$ cat config.mk
export PLATFORM = sky130hd
export DESIGN_NAME = dawt_ram
export DESIGN_NICKNAME = d
export VERILOG_FILES = /design/src/rtl/dawt_ram.sv
export SDC_FILE = /design/constraint.sdc
export NUM_CORES = 1
export LEC_CHECK = 0
export BUFFER_PORTS_ARGS = -buffer_cell sky130_fd_sc_hd__buf_2
export CAP_MARGIN = 20
export CORE_AREA = 2 2 46 48
export CTS_BUF_LIST = sky130_fd_sc_hd__clkbuf_4 sky130_fd_sc_hd__clkbuf_8
export DETAILED_ROUTE_END_ITERATION = 7
export DIE_AREA = 0 0 48 50
export PLACE_DENSITY = 0.73
export SLEW_MARGIN = 20
export SYNTH_ARGS = -nofsm -noshare
export SYNTH_HDL_FRONTEND = slang
export SYNTH_SLANG_ARGS = --single-unit
export TNS_END_PERCENT = 50
$ cat constraint.sdc
create_clock -name clk -period 0.8 [get_ports clk]
set_input_delay 0.08 -clock clk [delete_from_list [all_inputs] [get_ports clk]]
set_output_delay 0.08 -clock clk [all_outputs]
set_load 0.05 [all_outputs]
$ cat src/rtl/dawt_ram.sv
// Generic single-write, single-read RAM with registered read data.
`default_nettype none

module dawt_ram #(
    parameter int WIDTH = 8,
    parameter int DEPTH = 2
) (
    input  wire logic                                      clk,
    input  wire logic                                      wr_en,
    input  wire logic [((DEPTH > 1) ? $clog2(DEPTH) : 1)-1:0] wr_addr,
    input  wire logic [WIDTH-1:0]                          wr_data,
    input  wire logic                                      rd_en,
    input  wire logic [((DEPTH > 1) ? $clog2(DEPTH) : 1)-1:0] rd_addr,
    output logic      [WIDTH-1:0]                          rd_data
);

    logic [WIDTH-1:0] mem [DEPTH];

    always_ff @(posedge clk)
    begin
        if (wr_en)
        begin
            mem[wr_addr] <= wr_data;
        end
        if (rd_en)
        begin
            rd_data <= mem[rd_addr];
        end
    end

endmodule

`default_nettype wire

# Yosys cells after proc, flatten, opt, wreduce, memory -nomap -nowiden
# Memory sizes are Yosys's and may differ from the RTL's. A register that Yosys moved wholly into a read port is not among the register bits.
# Cells that the tools add are included.
# word_totals
wordCells,3
mem_bits_rw,16
n_memories,1
register_bits,0
out_inout_bits,8
input_bits,13
mem_bits_ro,0
latch_bits,0
# classes
n_mux,2
order_cmp,0
bitwise_logic,0
add_sub_neg,0
n_div,0
shift,0
n_mul,0
eq_ne,0
reduce_logical,0
# mem_list
name,depth,width,read_ports,rd_clocked_by_memory_dff,wr,line,rtl
mem,2,8,1,1,1,17,logic [WIDTH-1:0] mem [DEPTH];
# ops
cell,n
2-to-1 mux 1 bit,2

# Longest topological paths before layout
# Gate-level depths: netlist of run 1.
# depth
word_depth,2
depth_mapped,2
ltp_nobuf,1

# Least setup slack after synthesis of run 1
# No wires, ideal clock.
# synth_path
path_kind,input port to flip-flop
from,input port wr_en
to,memory mem[0][0] (enable)
setup_ns,0.373
t_required_ns,0.427
path_buffers,0
slack_ns,-0.073
cell_stages,1
arrival_ns,0.500
path_cell_list,nor2b_1
# synth_between
elab_chain_len,2
# synth_lines
element,line,rtl
from (decl),9,"input wire logic wr_en,"
2-to-1 mux 1 bit,21,if (wr_en)
2-to-1 mux 1 bit (implied by the code),23,mem[wr_addr] <= wr_data;
to (decl),17,
# Every way passes these cells.

# Worst setup path in the final report of run 1
# layout_path
from,register rd_data[7] (read register of mem)
to,output port rd_data[7]
# layout_rtl
element,line,rtl
from (decl),14,output logic [WIDTH-1:0] rd_data
# No word-level cell between the ends.

==> impl_metrics.py, run 1 <==
metrics = {
    "routing": {
        "drt.antenna.violating_nets": 0,
        "drtPass1Iterations": 2,
        "vias_per_cell": 4.469,
        "drc": 0,
        "drtIter0Drc": 5,
        "wl_per_cell_um": 11.44,
        "drt-total-wl_um": 1098,
        "vias": 429,
    },
    "final_layout": {
        "n_antenna_cell": 0,
        "num-nets-final": 84,
        "fillers": 130,
        "final_common_cell": "edfxtp_1",
        "syn_to_final_growth_pct": 35.60,
        "drive_gt1_frac": 0.5217,
        "most-common-layout-cells": "edfxtp_1, buf_2, mux2_4, dlygate4sd3_1, buf_6",
    },
    "pwr": {
        "power_frac_clock": 0.205,
        "swShare": 0.2152,
        "combPwrFrac": 0.147,
        "p_leak_nw": 0.4634,
        "ir_worst_vdd_mv": 0.7367,
        "p_sw_w": 0.0005016,
        "pwr-share-seq": 0.648,
        "p_int_w": 0.001830,
        "p_total_w": 0.002331,
        "pwr_density_cell_nw_per_um2": 1988,
    },
    "outcome": {
        "violations": "negative setup slack",
        "outcome": "finished with violations",
    },
    "floorplan": {
        "ios": 21,
        "fp.dieArea_um2": 2400,
        "die_h_um": 50,
        "start_util": 0.4546,
        "coreArea_um2": 1902,
        "die_w_um": 48,
        "num_rows": 16,
    },
    "grt": {
        "track_usage": 0.1118,
        "grt_first_pass_wirelength_um": 1759,
        "antenna_found_initial": 0,
        "grt_overflow": 0,
        "grt_pass1_vias": 420,
        "grt_max_degree": 13,
    },
    "timing": {
        "holdWs_ps": 104.7,
        "setup_slack_ps": -163.7,
        "max_freq_mhz": 1038,
        "relSlewSlack": 0.8337,
        "min_period_ps": 963.7,
        "setup_viol": 16,
        "clock_skew_ps": 5.993,
        "rsz0062_at_grt": "yes",
        "finalMaxSlewViolations": 0,
        "tightest_slew_ps": 249.4,
        "finalCritPeriodShare": 1.205,
        "hold_viol": 0,
    },
    "setup_path": {
        "critPathSlowestCell": "edfxtp_1",
        "crit_path_end": "rd_data[7]",
        "worstPathArrival_ps": 880,
        "r2r_cells": 1,
        "crit_required_ps": 720,
        "timing.rr.end": "rd_data[5]$_DFFE_PP_",
        "path_max_fanout": 1,
        "critPathKind": "reg -> out",
        "path_cells": "buf_6",
        "rr_startpoint": "mem[1][5]$_DFFE_PP_",
        "path_buf_inv": 1,
        "critPathLaunch": "rd_data[7]$_DFFE_PP_",
        "crit_cells": 1,
        "critPathMaxStageDelay_ps": 410,
        "crit_family": "flip-flops",
        "endpoint_kind": "output pin",
        "start_kind": "register",
        "r2r_slack_ps": -100,
    },
    "synthesis": {
        "synthDistinctLibCells": 5,
        "syn_nets": 48,
        "ys_seq_area_frac": 0.8336,
        "syn_area_um2": 864.6,
        "syn_inst": 35,
        "yosysWarnings": 0,
        "avgSynthCellArea_um2": 24.70,
        "synth-seq-cells": 24,
    },
    "place": {
        "place_hpwl_um": 735.6,
        "place.gp.congestion": 0.7124,
        "port_buffers": 20,
        "post-place-ws_ps": -107.3,
    },
    "clock_tree": {
        "path_clk_slew_ps": 110,
        "numClockSinks": 24,
        "cts_made_buffers": 3,
        "clockBufferDepth": 2,
        "cts_tree": "done",
        "cts-root-buf": "clkbuf_4",
        "h-tree-depth": 1,
        "postCtsSetupBuffers": 0,
        "insertion_delay_ps": 300,
    },
    "min_path": {
        "holdCritPathClass": "in -> reg",
    },
    "run": {
        "max_cap_viol_count": 0,
    },
}
-- stage by stage --
step	setup TNS (ps)	util	std cells	area, µm²
after floorplan	-402.9	-	35	867.1
after global placement	-714.5	0.5362	85	1020
after detailed placement	-830.8	0.5362	85	1020
after CTS	-1913	0.6164	96	1172
after global routing	-2355	0.6164	96	1172
final	-1813	0.6164	96	1172
-- worst min path at each step --
stage                           from              endpoint  cells past startpoint
after floorplan           wr_data[0]   mem[0][0]$_DFFE_PP_                      0
after global placement    wr_data[3]   mem[0][3]$_DFFE_PP_                      1
after detailed placement  wr_data[2]   mem[0][2]$_DFFE_PP_                      1
after CTS                      rd_en  rd_data[0]$_DFFE_PP_                      1
after global routing           rd_en  rd_data[0]$_DFFE_PP_                      1
final                          rd_en  rd_data[0]$_DFFE_PP_                      1
-- metal layers --
metal	part of all wire	global-route usage	wire length (µm)	vias to the layer above
li1	-	-	-	204
met1	0.37	0.1179	404	202
met2	0.53	0.1711	581	18
met3	0.049	0.02198	54	5
met4	0.052	0.1081	57	0
met5	0	0	0	-
-- cells in the mapped netlist --
library cell | number | area (µm²)
and2_1 | 1 | 6.260
buf_6 | 1 | 11.26
edfxtp_1 | 24 | 720.7
mux2_4 | 8 | 120.1
nor2b_1 | 1 | 6.260
-- power groups by stage --
stage                     registers [W]   logic, W  clock network, W
after global routing            0.00152   0.000367          0.000531
final                           0.00151   0.000343          0.000477
after floorplan                 0.00164  0.0000868                 0
after global placement          0.00153   0.000274                 0
after CTS                       0.00151   0.000343          0.000499
after detailed placement        0.00153   0.000279                 0
-- cells by family after synthesis --
logic type,synth area share
simple gates,0.01448
flops,0.8336
mux,0.1389
buf+inv,0.01302
-- what timing repair did --
item                                    4_1_cts  5_1_grt
endpoints found under the setup margin       16       16
gates resized for setup                      16        0
cloned                                        0        0
hold buffers                                  8        0
pin swaps                                     0        0
hold endpoints to repair                     16        0
-- final cells by class --
cell class	instances	area, µm²	share of cell area
Multi-Input combinational cell	10	135.1	0.1153
Clock buffer	3	22.52	0.01921
Tap cell	27	33.78	0.02882
Sequential cell	24	720.7	0.6147
Timing Repair Buffer	32	260.3	0.2220
-- flip-flops by register name, summed over array words and instances, names as in the netlist --
| register | cells |
|---|---|
| mem | 16 |
| rd_data | 8 |
Note: power is estimated with default switching activity, not from simulation.
==> inputs of run 2 (changes only) <==
- CELL_PAD_IN_SITES_DETAIL_PLACEMENT: default -> 1
- CELL_PAD_IN_SITES_GLOBAL_PLACEMENT: default -> 2
- CORE_AREA: 2 2 46 48 -> 2 2 53 55
- DIE_AREA: 0 0 48 50 -> 0 0 55 57
- PLACE_DENSITY: 0.73 -> default
- PLACE_DENSITY_LB_ADDON: default -> 0.05
- SLEW_MARGIN: 20 -> 30
==> run 2 against run 1 <==
The flow still finishes with violations (negative setup slack). Cell count grew 5.2%. Sequential power barely moved. Via count down 0.93%. Core utilization decreased by 16 points. Combinational power about the same. Non-clock buffer count is the same. Register-to-register slack worse by 20 ps. Routed wire length grew 17%. Die area rose by 31%. Total power up 2.0%. Largest cell class unchanged. Largest power group unchanged. Highest routed layer unchanged.
==> impl_metrics.py, run 2 (synthesis gave the netlist of run 1 again) <==
metrics = {
    "outcome": {
        "outcome": "finished with violations",
        "violations": "negative setup slack",
    },
    "clock_tree": {
        "cts_made_buffers": 3,
        "numClockSinks": 24,
        "clockBufferDepth": 2,
        "insertion_delay_ps": 310,
        "cts-root-buf": "clkbuf_4",
        "path_clk_slew_ps": 120,
        "postCtsSetupBuffers": 0,
        "cts_tree": "done",
        "h-tree-depth": 1,
    },
    "setup_path": {
        "r2r_cells": 1,
        "path_buf_inv": 1,
        "path_cells": "buf_6",
        "critPathKind": "reg -> out",
        "path_max_fanout": 1,
        "endpoint_kind": "output pin",
        "start_kind": "register",
        "critPathLaunch": "rd_data[1]$_DFFE_PP_",
        "crit_family": "flip-flops",
        "timing.rr.end": "rd_data[7]$_DFFE_PP_",
        "rr_startpoint": "mem[0][7]$_DFFE_PP_",
        "crit_path_end": "rd_data[1]",
        "crit_cells": 1,
        "crit_required_ps": 720,
        "critPathMaxStageDelay_ps": 410,
        "r2r_slack_ps": -120,
        "worstPathArrival_ps": 890,
        "critPathSlowestCell": "edfxtp_1",
    },
    "timing": {
        "relSlewSlack": 0.8353,
        "holdWs_ps": 109.4,
        "setup_viol": 16,
        "min_period_ps": 968.0,
        "max_freq_mhz": 1033,
        "hold_viol": 0,
        "setup_slack_ps": -168.0,
        "finalMaxSlewViolations": 0,
        "tightest_slew_ps": 247.1,
        "finalCritPeriodShare": 1.210,
        "rsz0062_at_grt": "yes",
        "clock_skew_ps": 2.184,
    },
    "pwr": {
        "p_total_w": 0.002377,
        "pwr_density_cell_nw_per_um2": 2013,
        "p_leak_nw": 0.4650,
        "ir_worst_vdd_mv": 0.7906,
    },
    "run": {
        "max_cap_viol_count": 0,
    },
    "grt": {
        "grt_first_pass_wirelength_um": 1987,
        "track_usage": 0.09643,
        "grt_pass1_vias": 461,
        "grt_max_degree": 14,
        "antenna_found_initial": 0,
        "use_met3": 0.02356,
        "grtUsageMet1": 0.09011,
        "grt.busiest_layer": "met2",
        "grt_overflow": 0,
        "grtUsageMet2": 0.1650,
    },
    "final_layout": {
        "largest_reg_flops": 16,
        "register_area_um2": 720.7,
        "most-common-layout-cells": "edfxtp_1, buf_2, mux2_4, dlygate4sd3_1, buf_6",
        "largest_registers": "mem: 16 flops, rd_data: 8 flops",
        "n_antenna_cell": 0,
        "multi_input_area_um2": 135.1,
        "num-nets-final": 84,
        "final_common_cell": "edfxtp_1",
        "syn_to_final_growth_pct": 36.61,
        "drive_gt1_frac": 0.5143,
        "finish.utilization": 0.4517,
        "max_flop_register": "mem",
        "fillers": 265,
    },
    "floorplan": {
        "fp.dieArea_um2": 3135,
        "die_w_um": 55,
        "coreArea_um2": 2615,
        "ios": 21,
        "die_h_um": 57,
        "num_rows": 19,
        "start_util": 0.3306,
    },
    "routing": {
        "drt-total-wl_um": 1281,
        "vias_per_cell": 4.208,
        "drt.antenna.violating_nets": 0,
        "vias": 425,
        "drtPass1Iterations": 4,
        "drc": 0,
        "drtIter0Drc": 14,
        "wl_per_cell_um": 12.68,
    },
    "place": {
        "post-place-ws_ps": -117.0,
        "place_hpwl_um": 982.3,
        "port_buffers": 20,
        "place.gp.congestion": 0.6412,
    },
    "min_path": {
        "holdCritPathClass": "in -> reg",
    },
}
==> run 2: cell count changes in the layout (fill, tap and decap cells not counted) <==
| cell | delta |
|---|---|
| clkinv_1 | +1 |
==> run 2: worst min-delay path by stage <==
| stage | start | endpoint | slack, ps | cells after the start |
|---|---|---|---|---|
| floorplan | wr_data[0] | mem[0][0]$_DFFE_PP_ | 180 | 0 |
| global placement | wr_data[3] | mem[0][3]$_DFFE_PP_ | 270 | 1 |
| detailed placement | wr_data[1] | mem[0][1]$_DFFE_PP_ | 280 | 1 |
| CTS | rd_en | rd_data[7]$_DFFE_PP_ | 100 | 1 |
| global route | rd_en | rd_data[7]$_DFFE_PP_ | 110 | 1 |
| finish | rd_en | rd_data[6]$_DFFE_PP_ | 110 | 1 |
==> run 2: area by class of cell <==
| type | count | share of cell area |
|---|---|---|
| Clock inverter | 1 | 0.003178 |
| Clock buffer | 3 | 0.01907 |
| Timing Repair Buffer | 32 | 0.2203 |
| Multi-Input combinational cell | 10 | 0.1144 |
| Tap cell | 31 | 0.03284 |
| Sequential cell | 24 | 0.6102 |
==> run 2: repair_timing <==
action,CTS,global route
hold buffers,8,0
hold endpoints to repair,16,0
setup endpoints to repair,16,16
gates resized for setup,16,0
==> run 2: stage by stage <==
| step | instance area (µm²) | TNS (ps) | std cells |
|---|---|---|---|
| CTS | 1181 | -2178 | 101 |
| floorplan | 867.1 | -402.9 | 35 |
| global placement | 1025 | -743.2 | 89 |
| global route | 1181 | -2425 | 101 |
| finish | 1181 | -1965 | 101 |
| detailed placement | 1025 | -859.7 | 89 |
==> run 2: report_power, final <==
part	internal, W	total [W]	switching (W)
logic	0.000169	0.000344	0.000175
registers	0.00148	0.00151	0.0000301
clock network	0.000182	0.000518	0.000336
total	0.00184	0.00238	0.000541
==> run 2: per-layer routing <==
layer	wire, µm	vias to the layer above
met2	670	19
met3	95	4
met4	45	0
met5	0	-
met1	469	196
li1	-	206
